**config.mk**
```make
export PLATFORM = sky130hd
export DESIGN_NAME = envelope_compressor_soft_clip_core
export DESIGN_NICKNAME = d
export VERILOG_FILES = /design/src/rtl/ecsc_pkg.sv /design/src/rtl/ecsc_mul.sv /design/src/rtl/ecsc_div.sv /design/src/rtl/ecsc_sqrt.sv /design/src/rtl/envelope_compressor_soft_clip_core.sv
export SDC_FILE = /design/constraint.sdc
export NUM_CORES = 2
export LEC_CHECK = 0
export ABC_CLOCK_PERIOD_IN_PS = 21200
export BUFFER_PORTS_ARGS = -buffer_cell sky130_fd_sc_hd__buf_2
export CELL_PAD_IN_SITES_DETAIL_PLACEMENT = 0
export CELL_PAD_IN_SITES_GLOBAL_PLACEMENT = 2
export CORE_UTILIZATION = 38
export CTS_BUF_LIST = sky130_fd_sc_hd__clkbuf_8
export CTS_CLUSTER_DIAMETER = 200
export CTS_CLUSTER_SIZE = 16
export DETAILED_ROUTE_END_ITERATION = 8
export PLACE_DENSITY_LB_ADDON = 0.05
export SYNTH_ARGS = -nofsm -noshare
export SYNTH_HDL_FRONTEND = slang
export SYNTH_SLANG_ARGS = --single-unit
```
**constraint.sdc**
```tcl
create_clock -name clk -period 21.2 [get_ports clk]
set_clock_uncertainty 0.05 [all_clocks]
set_input_delay 1.06 -clock clk [delete_from_list [all_inputs] [get_ports clk]]
set_output_delay 1.06 -clock clk [all_outputs]
set_load 0.005 [all_outputs]
```
**src/rtl/ecsc_pkg.sv**
```systemverilog
// ----------------------------------------------------------------------------
// ecsc_pkg
// Shared types and constants for the envelope compressor with soft clipper.
// ----------------------------------------------------------------------------
`default_nettype none

package ecsc_pkg;

	localparam int SAMPLE_W    = 24;
	localparam int COEF_W      = 16;
	localparam int MAX_BLOCK   = 8192;
	localparam int COUNT_W     = 14;
	localparam int SUM_W       = 37;
	localparam int MUL_W       = 32;
	localparam int DIV_NUM_W   = 54;
	localparam int DIV_DEN_W   = 25;
	localparam int SQRT_RAD_W  = 62;
	localparam int SQRT_ROOT_W = 31;

	localparam logic [30:0] HALF_PI_Q30   = 31'd1686629362;
	localparam logic [30:0] ONE_Q30       = 31'd1073741824;
	localparam logic [16:0] LOUD_GAIN_Q16 = 17'd92406;

	localparam logic [1:0] REG_SMOOTH_COEF  = 2'd0;
	localparam logic [1:0] REG_MASTER_GAIN  = 2'd1;
	localparam logic [1:0] REG_ENV_FLOOR    = 2'd2;
	localparam logic [1:0] REG_OUTPUT_SCALE = 2'd3;

	localparam logic [15:0] SMOOTH_COEF_RST  = 16'd41;
	localparam logic [15:0] MASTER_GAIN_RST  = 16'd16384;
	localparam logic [15:0] ENV_FLOOR_RST    = 16'd6554;
	localparam logic [15:0] OUTPUT_SCALE_RST = 16'd62259;

	typedef struct packed {
		logic signed [23:0] sample_in;
		logic               channel;
		logic               block_last;
	} in_t;

	typedef struct packed {
		logic signed [23:0] sample_out;
		logic [15:0]        loudness;
		logic               loudness_valid;
	} out_t;

	// Horner steps of the sine divide by 110, 72, 42, 20 and 6. The even
	// factor is shifted out first, then floor(n / d) = (n * rcp) >> shr,
	// exact for any numerator below 2^32.
	function automatic logic [1:0] taylor_pre(input logic [2:0] idx);
		logic [1:0] p;
		unique case (idx)
			3'd0:    p = 2'd1;
			3'd1:    p = 2'd3;
			3'd2:    p = 2'd1;
			3'd3:    p = 2'd2;
			default: p = 2'd1;
		endcase
		return p;
	endfunction

	function automatic logic [31:0] taylor_rcp(input logic [2:0] idx);
		logic [31:0] r;
		unique case (idx)
			3'd0:    r = 32'd2498890064;
			3'd1:    r = 32'd3817748708;
			3'd2:    r = 32'd3272356036;
			3'd3:    r = 32'd3435973837;
			default: r = 32'd2863311531;
		endcase
		return r;
	endfunction

	function automatic logic [5:0] taylor_shr(input logic [2:0] idx);
		logic [5:0] s;
		unique case (idx)
			3'd0:    s = 6'd37;
			3'd1:    s = 6'd35;
			3'd2:    s = 6'd36;
			3'd3:    s = 6'd34;
			default: s = 6'd33;
		endcase
		return s;
	endfunction

endpackage

`default_nettype wire

```
**src/rtl/ecsc_mul.sv**
```systemverilog
// ----------------------------------------------------------------------------
// ecsc_mul
// Shared 32x32 unsigned multiplier with registered product.
// ----------------------------------------------------------------------------
`default_nettype none

module ecsc_mul (
	input  wire logic                            clk,
	input  wire logic [ecsc_pkg::MUL_W-1:0]      a,
	input  wire logic [ecsc_pkg::MUL_W-1:0]      b,
	output logic      [2*ecsc_pkg::MUL_W-1:0]    prod
);

	logic [2*ecsc_pkg::MUL_W-1:0] prod_q;

	always_ff @(posedge clk) begin
		prod_q <= a * b;
	end

	assign prod = prod_q;

endmodule

`default_nettype wire

```
**src/rtl/ecsc_div.sv**
```systemverilog
// ----------------------------------------------------------------------------
// ecsc_div
// Restoring divider, one quotient bit per cycle.
// ----------------------------------------------------------------------------
`default_nettype none

module ecsc_div (
	input  wire logic                              clk,
	input  wire logic                              arst_n,
	input  wire logic                              start,
	input  wire logic [ecsc_pkg::DIV_NUM_W-1:0]    num,
	input  wire logic [ecsc_pkg::DIV_DEN_W-1:0]    den,
	output logic                                   done,
	output logic      [ecsc_pkg::DIV_NUM_W-1:0]    quo
);

	logic                              busy_q;
	logic                              done_q;
	logic [5:0]                        cnt_q;
	logic [ecsc_pkg::DIV_DEN_W-1:0]    rem_q;
	logic [ecsc_pkg::DIV_DEN_W-1:0]    den_q;
	logic [ecsc_pkg::DIV_NUM_W-1:0]    quo_q;
	logic [ecsc_pkg::DIV_DEN_W:0]      rem_sh;
	logic [ecsc_pkg::DIV_DEN_W:0]      rem_sub;
	logic                              ge;

	assign rem_sh  = {rem_q, quo_q[ecsc_pkg::DIV_NUM_W-1]};
	assign ge      = rem_sh >= {1'b0, den_q};
	assign rem_sub = rem_sh - {1'b0, den_q};

	always_ff @(posedge clk or negedge arst_n) begin
		if (!arst_n) begin
			busy_q <= 1'b0;
			done_q <= 1'b0;
			cnt_q  <= '0;
		end else begin
			done_q <= 1'b0;
			if (start) begin
				busy_q <= 1'b1;
				cnt_q  <= 6'(ecsc_pkg::DIV_NUM_W - 1);
			end else if (busy_q) begin
				cnt_q <= cnt_q - 6'd1;
				if (cnt_q == 6'd0) begin
					busy_q <= 1'b0;
					done_q <= 1'b1;
				end
			end
		end
	end

	always_ff @(posedge clk) begin
		if (start) begin
			rem_q <= '0;
			den_q <= den;
			quo_q <= num;
		end else if (busy_q) begin
			rem_q <= ge ? rem_sub[ecsc_pkg::DIV_DEN_W-1:0] : rem_sh[ecsc_pkg::DIV_DEN_W-1:0];
			quo_q <= {quo_q[ecsc_pkg::DIV_NUM_W-2:0], ge};
		end
	end

	assign done = done_q;
	assign quo  = quo_q;

endmodule

`default_nettype wire

```
**src/rtl/ecsc_sqrt.sv**
```systemverilog
// ----------------------------------------------------------------------------
// ecsc_sqrt
// Integer square root, one root bit per cycle.
// ----------------------------------------------------------------------------
`default_nettype none

module ecsc_sqrt (
	input  wire logic                                clk,
	input  wire logic                                arst_n,
	input  wire logic                                start,
	input  wire logic [ecsc_pkg::SQRT_RAD_W-1:0]     rad,
	output logic                                     done,
	output logic      [ecsc_pkg::SQRT_ROOT_W-1:0]    root
);

	logic                                busy_q;
	logic                                done_q;
	logic [4:0]                          cnt_q;
	logic [32:0]                         rem_q;
	logic [ecsc_pkg::SQRT_ROOT_W-1:0]    root_q;
	logic [ecsc_pkg::SQRT_RAD_W-1:0]     val_q;
	logic [32:0]                         rem_sh;
	logic [32:0]                         trial;
	logic                                ge;

	assign rem_sh = {rem_q[30:0], val_q[ecsc_pkg::SQRT_RAD_W-1 -: 2]};
	assign trial  = {root_q, 2'b01};
	assign ge     = rem_sh >= trial;

	always_ff @(posedge clk or negedge arst_n) begin
		if (!arst_n) begin
			busy_q <= 1'b0;
			done_q <= 1'b0;
			cnt_q  <= '0;
		end else begin
			done_q <= 1'b0;
			if (start) begin
				busy_q <= 1'b1;
				cnt_q  <= 5'(ecsc_pkg::SQRT_ROOT_W - 1);
			end else if (busy_q) begin
				cnt_q <= cnt_q - 5'd1;
				if (cnt_q == 5'd0) begin
					busy_q <= 1'b0;
					done_q <= 1'b1;
				end
			end
		end
	end

	always_ff @(posedge clk) begin
		if (start) begin
			rem_q  <= '0;
			root_q <= '0;
			val_q  <= rad;
		end else if (busy_q) begin
			rem_q  <= ge ? (rem_sh - trial) : rem_sh;
			root_q <= {root_q[ecsc_pkg::SQRT_ROOT_W-2:0], ge};
			val_q  <= {val_q[ecsc_pkg::SQRT_RAD_W-3:0], 2'b00};
		end
	end

	assign done = done_q;
	assign root = root_q;

endmodule

`default_nettype wire

```
**src/rtl/envelope_compressor_soft_clip_core.sv**
```systemverilog
// ----------------------------------------------------------------------------
// envelope_compressor_soft_clip_core
// Per-channel envelope compressor with sine soft clipper and block loudness.
//
// Input channel: sample (sample_in, channel, block_last) moves on a
// sample_valid/sample_ready transfer. Output channel: result (sample_out,
// loudness, loudness_valid) on result_valid/result_ready. One result per
// sample. Registers are to be written through the APB port only while idle;
// the core does not enforce this. A sample is worked by a sequencer around
// one shared 32x32 multiplier, a 54-bit bit-serial divider and a 31-bit
// bit-serial square root; the sine's constant divisions are reciprocal
// products on the multiplier. result_valid rises after the angle division
// and the sine; a sample closing a block adds the mean division and the
// square root. sample_ready is high only while the sequencer is idle, so a
// new sample is taken only once the sequencer is through with the last one.
// The next sample is taken while a finished result still sits in the output
// register. If the receiver stalls, the next result waits in the sequencer
// until the output register frees. Reset clears envelopes, the block sum
// and count, and restores the register defaults.
// ----------------------------------------------------------------------------
`default_nettype none

module envelope_compressor_soft_clip_core (
	input  wire logic            clk,
	input  wire logic            arst_n,
	input  wire logic            sample_valid,
	output logic                 sample_ready,
	input  wire ecsc_pkg::in_t   sample,
	output logic                 result_valid,
	input  wire logic            result_ready,
	output ecsc_pkg::out_t       result,
	input  wire logic            psel,
	input  wire logic            penable,
	input  wire logic            pwrite,
	input  wire logic [3:0]      paddr,
	input  wire logic [31:0]     pwdata,
	output logic [31:0]          prdata,
	output logic                 pready
);

	localparam logic [3:0] ST_IDLE  = 4'd0;
	localparam logic [3:0] ST_ENV1  = 4'd1;
	localparam logic [3:0] ST_ENV2  = 4'd2;
	localparam logic [3:0] ST_ENV3  = 4'd3;
	localparam logic [3:0] ST_ANG   = 4'd4;
	localparam logic [3:0] ST_ANGW  = 4'd5;
	localparam logic [3:0] ST_SQ    = 4'd6;
	localparam logic [3:0] ST_TMUL  = 4'd7;
	localparam logic [3:0] ST_TREC  = 4'd8;
	localparam logic [3:0] ST_SIN   = 4'd9;
	localparam logic [3:0] ST_SCALE = 4'd10;
	localparam logic [3:0] ST_MEANW = 4'd11;
	localparam logic [3:0] ST_ROOTW = 4'd12;
	localparam logic [3:0] ST_LOUD  = 4'd13;
	localparam logic [3:0] ST_OUT   = 4'd14;

	logic [3:0]  state_q;

	logic [15:0] smooth_coef_q;
	logic [15:0] master_gain_q;
	logic [15:0] env_floor_q;
	logic [15:0] output_scale_q;

	logic [23:0] envelope_q [2];
	logic [ecsc_pkg::SUM_W-1:0]   sum_q;
	logic [ecsc_pkg::COUNT_W-1:0] count_q;

	logic [23:0] mag_q;
	logic        neg_q;
	logic        ch_q;
	logic        last_q;
	logic [39:0] acc_q;
	logic [23:0] env_q;
	logic [30:0] ang_q;
	logic [31:0] x2_q;
	logic [2:0]  k_q;
	logic [23:0] y_q;
	logic [15:0] loud_q;

	logic        out_valid_q;
	ecsc_pkg::out_t out_q;

	// shared units
	logic [31:0] mul_a;
	logic [31:0] mul_b;
	logic [63:0] prod;
	logic        div_start;
	logic [ecsc_pkg::DIV_NUM_W-1:0] div_num;
	logic [ecsc_pkg::DIV_DEN_W-1:0] div_den;
	logic        div_done;
	logic [ecsc_pkg::DIV_NUM_W-1:0] quo;
	logic        sqrt_start;
	logic        sqrt_done;
	logic [ecsc_pkg::SQRT_ROOT_W-1:0] root;

	logic [23:0] in_mag;
	logic [40:0] env_sum;
	logic [24:0] den;
	logic [24:0] y_round;
	logic [47:0] loud_full;
	logic [30:0] sin_full;
	logic [30:0] t_quo;
	logic [30:0] t_next;
	logic [ecsc_pkg::COUNT_W-1:0] cnt_div;
	logic        cfg_wr;

	ecsc_mul u_mul (
		.clk  (clk),
		.a    (mul_a),
		.b    (mul_b),
		.prod (prod)
	);

	ecsc_div u_div (
		.clk    (clk),
		.arst_n (arst_n),
		.start  (div_start),
		.num    (div_num),
		.den    (div_den),
		.done   (div_done),
		.quo    (quo)
	);

	ecsc_sqrt u_sqrt (
		.clk    (clk),
		.arst_n (arst_n),
		.start  (sqrt_start),
		.rad    ({quo[23:0], 38'd0} >> 1),
		.done   (sqrt_done),
		.root   (root)
	);

	// APB
	assign pready = 1'b1;
	assign cfg_wr = psel & penable & pwrite;

	always_comb begin
		unique case (paddr[3:2])
			ecsc_pkg::REG_SMOOTH_COEF:  prdata = {16'd0, smooth_coef_q};
			ecsc_pkg::REG_MASTER_GAIN:  prdata = {16'd0, master_gain_q};
			ecsc_pkg::REG_ENV_FLOOR:    prdata = {16'd0, env_floor_q};
			ecsc_pkg::REG_OUTPUT_SCALE: prdata = {16'd0, output_scale_q};
			default:                    prdata = '0;
		endcase
	end

	always_ff @(posedge clk or negedge arst_n) begin
		if (!arst_n) begin
			smooth_coef_q  <= ecsc_pkg::SMOOTH_COEF_RST;
			master_gain_q  <= ecsc_pkg::MASTER_GAIN_RST;
			env_floor_q    <= ecsc_pkg::ENV_FLOOR_RST;
			output_scale_q <= ecsc_pkg::OUTPUT_SCALE_RST;
		end else if (cfg_wr) begin
			unique case (paddr[3:2])
				ecsc_pkg::REG_SMOOTH_COEF:  smooth_coef_q  <= pwdata[15:0];
				ecsc_pkg::REG_MASTER_GAIN:  master_gain_q  <= pwdata[15:0];
				ecsc_pkg::REG_ENV_FLOOR:    env_floor_q    <= pwdata[15:0];
				ecsc_pkg::REG_OUTPUT_SCALE: output_scale_q <= pwdata[15:0];
				default: ;
			endcase
		end
	end

	// datapath helpers
	assign in_mag   = sample.sample_in[23] ? (24'd0 - sample.sample_in) : sample.sample_in;
	assign env_sum  = {1'b0, acc_q} + {1'b0, prod[39:0]} + 41'd32768;
	assign den      = {1'b0, env_q} + {2'b0, env_floor_q, 7'd0};
	assign y_round  = 25'((prod[47:0] + 48'd4194304) >> 23);
	assign loud_full = prod[47:0] + 48'd1073741824;
	assign sin_full = (prod[61:30] > {1'b0, ecsc_pkg::ONE_Q30}) ? ecsc_pkg::ONE_Q30
	                                                           : prod[60:30];
	assign t_quo    = 31'(prod >> ecsc_pkg::taylor_shr(k_q));
	assign t_next   = ecsc_pkg::ONE_Q30 - t_quo;
	assign cnt_div  = (count_q == '0) ? ecsc_pkg::COUNT_W'(1) : count_q;

	assign sample_ready = (state_q == ST_IDLE);
	assign result_valid = out_valid_q;
	assign result       = out_q;

	always_comb begin
		mul_a      = '0;
		mul_b      = '0;
		div_start  = 1'b0;
		div_num    = '0;
		div_den    = '0;
		sqrt_start = 1'b0;
		unique case (state_q)
			ST_ENV1: begin
				mul_a = {8'd0, envelope_q[ch_q]};
				mul_b = 32'(17'h10000 - {1'b0, smooth_coef_q});
			end
			ST_ENV2: begin
				mul_a = {8'd0, mag_q};
				mul_b = {16'd0, smooth_coef_q};
			end
			ST_ENV3: begin
				mul_a = {8'd0, mag_q};
				mul_b = {16'd0, master_gain_q};
			end
			ST_ANG: begin
				div_start = 1'b1;
				div_num   = {prod[38:0], 15'd0};
				div_den   = (den == '0) ? 25'd1 : den;
			end
			ST_ANGW: begin
				mul_a = {1'b0, ang_q};
				mul_b = {1'b0, ang_q};
				if (div_done) begin
					mul_a = (quo > 54'(ecsc_pkg::HALF_PI_Q30)) ?
					        {1'b0, ecsc_pkg::HALF_PI_Q30} : {1'b0, quo[30:0]};
					mul_b = mul_a;
				end
			end
			// first Horner step: x2 * 1.0 is x2 itself
			ST_SQ: begin
				mul_a = prod[61:30] >> ecsc_pkg::taylor_pre(3'd0);
				mul_b = ecsc_pkg::taylor_rcp(3'd0);
			end
			ST_TMUL: begin
				mul_a = prod[61:30] >> ecsc_pkg::taylor_pre(k_q);
				mul_b = ecsc_pkg::taylor_rcp(k_q);
			end
			ST_TREC: begin
				mul_a = (k_q == 3'd4) ? {1'b0, ang_q} : x2_q;
				mul_b = {1'b0, t_next};
			end
			ST_SIN: begin
				mul_a = {1'b0, sin_full};
				mul_b = {16'd0, output_scale_q};
			end
			ST_SCALE: begin
				if (last_q) begin
					div_start = 1'b1;
					div_num   = 54'(sum_q);
					div_den   = 25'(cnt_div);
				end
			end
			ST_MEANW: begin
				sqrt_start = div_done;
			end
			ST_ROOTW: begin
				mul_a = {1'b0, root};
				mul_b = {15'd0, ecsc_pkg::LOUD_GAIN_Q16};
			end
			default: ;
		endcase
	end

	// sequencer
	always_ff @(posedge clk or negedge arst_n) begin
		if (!arst_n) begin
			state_q       <= ST_IDLE;
			envelope_q[0] <= '0;
			envelope_q[1] <= '0;
			sum_q         <= '0;
			count_q       <= '0;
			out_valid_q   <= 1'b0;
		end else begin
			if (state_q == ST_OUT && (!out_valid_q || result_ready)) begin
				out_valid_q <= 1'b1;
			end else if (result_ready) begin
				out_valid_q <= 1'b0;
			end
			unique case (state_q)
				ST_IDLE: begin
					if (sample_valid) begin
						state_q <= ST_ENV1;
					end
				end
				ST_ENV1:  state_q <= ST_ENV2;
				ST_ENV2:  state_q <= ST_ENV3;
				ST_ENV3: begin
					envelope_q[ch_q] <= env_sum[39:16];
					if (count_q < ecsc_pkg::COUNT_W'(ecsc_pkg::MAX_BLOCK)) begin
						sum_q   <= sum_q + ecsc_pkg::SUM_W'(env_sum[39:16]);
						count_q <= count_q + ecsc_pkg::COUNT_W'(1);
					end
					state_q <= ST_ANG;
				end
				ST_ANG:   state_q <= ST_ANGW;
				ST_ANGW: begin
					if (div_done) begin
						state_q <= ST_SQ;
					end
				end
				ST_SQ:    state_q <= ST_TREC;
				ST_TMUL:  state_q <= ST_TREC;
				ST_TREC:  state_q <= (k_q == 3'd4) ? ST_SIN : ST_TMUL;
				ST_SIN:   state_q <= ST_SCALE;
				ST_SCALE: state_q <= last_q ? ST_MEANW : ST_OUT;
				ST_MEANW: begin
					if (div_done) begin
						state_q <= ST_ROOTW;
					end
				end
				ST_ROOTW: begin
					if (sqrt_done) begin
						state_q <= ST_LOUD;
					end
				end
				ST_LOUD: begin
					sum_q   <= '0;
					count_q <= '0;
					state_q <= ST_OUT;
				end
				ST_OUT: begin
					if (!out_valid_q || result_ready) begin
						state_q <= ST_IDLE;
					end
				end
				default: state_q <= ST_IDLE;
			endcase
		end
	end

	always_ff @(posedge clk) begin
		unique case (state_q)
			ST_IDLE: begin
				mag_q  <= in_mag;
				neg_q  <= sample.sample_in[23];
				ch_q   <= sample.channel;
				last_q <= sample.block_last;
				loud_q <= '0;
			end
			ST_ENV2:  acc_q <= prod[39:0];
			ST_ENV3:  env_q <= env_sum[39:16];
			ST_ANGW: begin
				if (div_done) begin
					ang_q <= (quo > 54'(ecsc_pkg::HALF_PI_Q30)) ?
					         ecsc_pkg::HALF_PI_Q30 : quo[30:0];
				end
			end
			ST_SQ: begin
				x2_q <= prod[61:30];
				k_q  <= '0;
			end
			ST_TREC:  k_q <= k_q + 3'd1;
			ST_SCALE: begin
				y_q <= (y_round > 25'd8388607) ? 24'd8388607 : y_round[23:0];
			end
			ST_LOUD: begin
				loud_q <= (loud_full[47:31] > 17'd65535) ? 16'hFFFF : loud_full[46:31];
			end
			ST_OUT: begin
				if (!out_valid_q || result_ready) begin
					out_q.sample_out     <= neg_q ? (24'd0 - y_q) : y_q;
					out_q.loudness       <= loud_q;
					out_q.loudness_valid <= last_q;
				end
			end
			default: ;
		endcase
	end

endmodule

`default_nettype wire

```
* Yosys cells after proc, flatten, opt, wreduce, memory -nomap -nowiden
Index checks and enable logic that the tools add are counted.
** Word-level totals
- Word-level logic and storage cells :: 191
- Input port bits :: 69
- Bits in registers :: 676
** Operators by class
- Mux-type cells :: 67
- Bitwise logic cells :: 3
- Shifts and indexed selects :: 2
- Multiply operators :: 1
- $lt $le $gt $ge :: 9
- Reduce and logical (&&, ||, !) cells :: 27
- Equal/unequal tests :: 27
- Add/subtract/negate cells :: 16
** Operators by type and width (number)
- $pmux W32 S9 :: 1
- $pmux W32 S8 :: 1
- $pmux W32 S4 :: 1
- $mux W31 :: 4
- $pmux W31 S4 :: 1
- $mux W61 :: 2
- $mux W24 :: 5
- $mux W54 :: 2
- $pmux W54 S2 :: 1
- $mux W37 :: 2
- $pmux W37 S2 :: 1
- $mul A32 B32 Y64 :: 1
- $shr A64 B6 Y31 :: 1
- $pmux W4 S14 :: 1
- $gt A54 B31 Y1 const B :: 1
- $mux W25 :: 2
- $pmux W25 S2 :: 1
- $add A48 B23 Y48 const B :: 1
- $add A48 B31 Y48 const B :: 1
- $bwmux W48 :: 1
- $sub A1 B24 Y24 const A :: 2
- $mux W14 :: 3
- $add A40 B16 Y40 const B :: 1
- $add A40 B40 Y40 :: 1
- 62 further kinds :: 114

* Logic depth before layout (Yosys ltp)
- Depth in word-level cells :: 6
- Mapped depth :: 45
- Gate-level depth less buffers :: 41

* Hierarchy
Synthesis repeated with hierarchy kept, for this count alone.
** Unflattened totals
- Cell total of the unflattened synthesis :: 7894
- Area total of the unflattened synthesis :: 75835.2 um^2
** By module, submodules not included
- ecsc_mul :: cells an instance 3805, instances 1, area each 34813.4 um^2
- envelope_compressor_soft_clip_core :: cells an instance 2866, instances 1, area each 27822.9 um^2
- ecsc_sqrt :: cells an instance 705, instances 1, area each 7272.0 um^2
- ecsc_div :: cells an instance 518, instances 1, area each 5926.9 um^2

* Worst setup path after synthesis
OpenSTA, ideal clock, no wires.
- Kind :: flip-flop to flip-flop
- Start point :: register k_q[0]
- End point :: register u_mul.prod_q, in the netlist u_mul.prod[60]
- Arrival :: 10570 ps
- Stages on the path, launching flop included :: 40
- Clock period less this slack :: 10740 ps
- Library setup time :: 120 ps
- Path slack :: 10460 ps
- Cells stage by stage :: edfxtp_1 > ha_1 > ha_1 > buf_4 > o21ai_1 > buf_2 > buf_2 > buf_1 > a21oi_1 > mux2i_1 > ha_1 > nand3_1 > and4bb_1 > buf_2 > nand4_1 > xor2_1 > o21ai_1 > buf_2 > (+4 left out) > fa_1 > fa_1 > fa_1 > fa_1 > fa_1 > inv_1 > fa_1 > inv_1 > ha_1 > clkbuf_1 > nand4_1 > nor3_1 > or4b_2 > o21ai_0 > a21oi_1 > nor2_1 > a41oi_1 > xnor2_1
** On the way
- Cells in the longest elaborated chain, start to end :: 6
- Elaborated cells on any way between the ends :: 16
- Classes of those cells :: 1 x add/sub; 1 x mul; 4 x eq/ne; 2 x shift; 7 x mux; 1 x reduce/logical
** RTL lines
- start, declared :: RTL line envelope_compressor_soft_clip_core.sv:76 : logic [2:0] k_q;
- start signal, assigned :: RTL line envelope_compressor_soft_clip_core.sv:337 : ST_TREC: k_q <= k_q + 3'd1;
- $eq A3 B2 Y1 (tied with other cells) :: RTL line ecsc_pkg.sv:51, ecsc_pkg.sv:63, ecsc_pkg.sv:75
- $pmux W3 S4 or $pmux W2 S2 (tied branches) :: RTL line ecsc_pkg.sv:75, ecsc_pkg.sv:51
- $shr A64 B6 Y31 or $mux W2 (tied branches) :: RTL line envelope_compressor_soft_clip_core.sv:172, envelope_compressor_soft_clip_core.sv:187
- $sub A31 B31 Y31 or $shr A32 B2 Y32 (tied branches) :: RTL line envelope_compressor_soft_clip_core.sv:173, envelope_compressor_soft_clip_core.sv:220
- $pmux W32 S9 or $pmux W32 S8 (tied branches) :: RTL line envelope_compressor_soft_clip_core.sv:187 : unique case (state_q)
- $mul A32 B32 Y64 (*) :: RTL line ecsc_mul.sv:17 : prod_q <= a * b;
- end signal, assigned :: RTL line ecsc_mul.sv:17
- end, declared :: RTL line ecsc_mul.sv:14 : logic [2*ecsc_pkg::MUL_W-1:0] prod_q;
Every way passes the cells marked *; elsewhere a longest branch is shown, timed or not. The select of a mux whose other input is x is not followed.
A chain may end at the register's enable or synchronous reset.

* Worst setup path after layout
- Start point :: register k_q[2]
- End point :: register u_mul.prod_q, in the netlist u_mul.prod[61]
The elaborated chain is that of the path after synthesis.

==> key figures <==
Status
  • Outcome: completed

Final layout
  • Nets: between 9k and 10k
  • Area Growth Syn to Fin: 6.57%
  • Layout cells sized above 1: 0.0864

STA
  • F_max: approximately 70 MHz
  • Final period utilization: 0.669
  • Tmin final: roughly 14000 ps
  • Fin. Hold Viols: 0
  • Finish-stage setup viols: 0
  • Worst slew margin: 0.0291
  • Setup TNS: 0 ps
  • Worst-margin pin slew: between 1000 and 1500 ps
  • Count of final max-slew check failures: 0
  • RSZ-0062 raised after global routing: false

Critical path
  • CP dominant cell by count: inv_1
  • Crit path max-delay family: adder cells
  • Slowest cell on crit path: o41ai_1
  • Crit path depth: 42
  • Startpoint types: flop
  • Worst path max stage delay: between 1000 and 1500 ps
  • CP Capture Type: flop
  • Max FO, Critical Path: 53
  • Critical path arrival: around 15000 ps
  • Reg2Reg Setup Slack: between 7000 and 8000 ps
  • Worst Path Required: approximately 22000 ps
  • Worst R2R Path Depth: 42
  • Critical path class: reg2reg
  • Crit path buf inv count: 13

Routing
  • Avg WL per Cell: between 20 and 30 um
  • DRC: 0
  • WL final: 270 mm
  • Routed Antenna Nets: 0
  • Vias per cell: between 5 and 6
  • TritonRoute pass-1 iters: 6
  • Routed vias: 56.8k
  • Initial DRC Count: between 4k and 5k

Clock network
  • H-tree levels: 2
  • Clk_lat worst skew: 770 ps
  • Clk sinks: approximately 680
  • CTS Buf Count: 48
  • # resized after CTS: 0
  • Hold Buf Count CTS: 0
  • CTS Root Buffer Type: clkbuf_8
  • CTS tree: done
  • Clock tree buffer depth: 3
  • Clock slew at reported path FFs: 130 ps
  • Postcts setup bufs: 0

Yosys
  • Synth Instances: just under 8k
  • Most frequent cell after synthesis: inv_1
  • Mux share of post-synthesis cell area: 0.0471
  • Synth unique cells: between 100 and 150
  • Commonest cells in the netlist: inv_1 (1143), nand2_1 (921), fa_1 (899)
  • Seq cells post-synth: 676
  • XOR/XNOR share of the synthesized area: 0.0349
  • Register area share after synthesis: 0.246
  • Syn_area_per_cell: just over 9 um^2
  • Top cells by area, synth: fa_1 (25%), edfxtp_1 (14%), ha_1 (7.8%)
  • Yosys top cell area share: 0.248
  • Synth Area in Simple Gates: 0.144
  • EDFF count, synth: between 300 and 400
  • Main flop type after synthesis: edfxtp_1
  • Compound-Gate Fraction of Synth Area: 0.117
  • Largest family of logic cells by synthesized area: adder cells
  • Leading area contributor after synthesis: fa_1
  • Async set or reset register ratio after synthesis: 0.271
  • Mapped cell area: 0.0726 mm^2
  • Post-Synth Adder-Cell Area: 0.326
  • Syn. warnings: 0

Die
  • Die span in y: ~440 um
  • CORE AREA: between 0.15 and 0.2 mm^2
  • Starting density of the core: 0.382
  • Die area: about 0.19 mm^2
  • Die Width: 439 um
  • I/O pin total: ~150
  • FP Rows: 160

Worst hold path
  • Min-Delay Path Class: in2async

Global routing
  • Initial antenna violation count: 13
  • First-pass GRT wire length: between 300 and 400 mm
  • Total gr overflow: 0
  • Largest net degree at the start of global routing: around 150
  • Vias in the first global route: a little under 60k
  • GR Util All Layers: 0.281

Place
  • Final RePlAce weighted congestion: 0.907
  • Port buffer count: ~110
  • Post-detail-place hpwl: between 200 and 250 mm

Flow run
  • Maxcap violations: 0
[routing by layer]
layer,part of all wire,GRT usage,vias to the layer above
met1,0.44,0.379,29201
met2,0.47,0.466,1558
met3,0.054,0.0337,305
li1,-,-,25691
met4,0.040,0.0948,0
met5,0,0,-
[path summary, 6_finish.rpt]
kind                                              start                 endpoint
max in group asynchronous                        arst_n  u_sqrt.busy_q$_DFF_PN0_
worst min register to register  loud_q[9]$_SDFFCE_PN0P_     result[10]$_DFFE_PP_
worst min-delay path                             arst_n    sum_q[31]$_DFFE_PN0P_
worst max register to register     k_q[2]$_SDFFCE_PN0P_   u_mul.prod[61]$_DFF_P_
min in group clk                loud_q[9]$_SDFFCE_PN0P_     result[10]$_DFFE_PP_
worst max-delay path               k_q[2]$_SDFFCE_PN0P_   u_mul.prod[61]$_DFF_P_
[cell type report]
cell class                      instances  area, um^2
Antenna cell                            7        17.5
Clock buffer                           48         661
Clock inverter                         40         166
Fill cell                           19199      113000
Inverter                             1146        4300
Multi-Input combinational cell       5628       49100
Sequential cell                       676       17900
Tap cell                             2511        3140
Timing Repair Buffer                  313        2100
[registers in the layout, summed over array words and instances (netlist names), 31 cells and up]
signal,cells
result,41
u_sqrt.rem_q,31
u_mul.prod,64
u_sqrt.root,31
acc_q,40
ang_q,31
envelope_q,48
sum_q,37
x2_q,32
u_div.quo,54
[logic make-up after synthesis]
group,after synthesis
AO/OA/AOI/OAI,1305
XOR/XNOR,289
adder cells (fa/ha/maj),1353
buffers and inverters,1591
flip-flops,676
multiplexers,290
other,2
AND/OR/NAND/NOR,2372
[metrics by stage]
stage          setup slack (ps)   util  std cells  hold slack [ps]  area [um^2]
6_report                   7010  0.407      10369              160        77400
5_1_grt                    6310  0.407      10364              134        77400
4_1_cts                    7000  0.407      10362             90.8        77400
3_5_place_dp               7070  0.403      10274              357        76500
3_3_place_gp               6990  0.403      10274              358        76500
2_1_floorplan             10460      -       7895              350        72700
[worst reg2reg max path: cells and delay by family (launching register included)]
kind / cells / cell delay, ps
adder cells (fa/ha/maj): 10 / 4330
AO/OA/AOI/OAI: 8 / 3510
buffers and inverters: 13 / 2490
AND/OR/NAND/NOR: 7 / 1740
multiplexers: 2 / 860
flip-flops: 1 / 590
XOR/XNOR: 2 / 530
[layout by cell type (no fill, tap or decap), types with 20 or more instances in the layout]
cell type  netlist  final
a211oi_1        75     65
a21o_1          74     74
a21oi_1        328    326
a221oi_1        25     24
a22oi_1         41     41
a31oi_1         43     43
and2_1          63     61
and3_1          56     56
buf_2           43    108
buf_4           23    203
clkbuf_8         0     49
dfrtp_1        162    161
dfstp_2         21     21
dfxtp_1        152    152
edfxtp_1       341    341
fa_1           899    899
ha_1           454    453
inv_1         1143   1178
mux2_2          94     94
mux2i_1        164    164
mux4_2          31     31
nand2_1        921    920
nand2b_1        71     71
nand3_1        144    142
nand4_1         53     53
nor2_1         807    800
nor2b_1         34     33
nor3_1          62     53
nor4_1          36     34
o211ai_1        25     25
o21a_1          43     41
o21ai_0        329    328
o21ai_1         37     33
o21bai_1        20     20
o31ai_1         42     41
or2_2           45     45
or3_1           23     22
xnor2_1        186    186
xor2_1         103    103
Power is left out: the tool's default activity adds up to more than one toggle a clock period on the data nets, which glitch-free logic cannot reach.
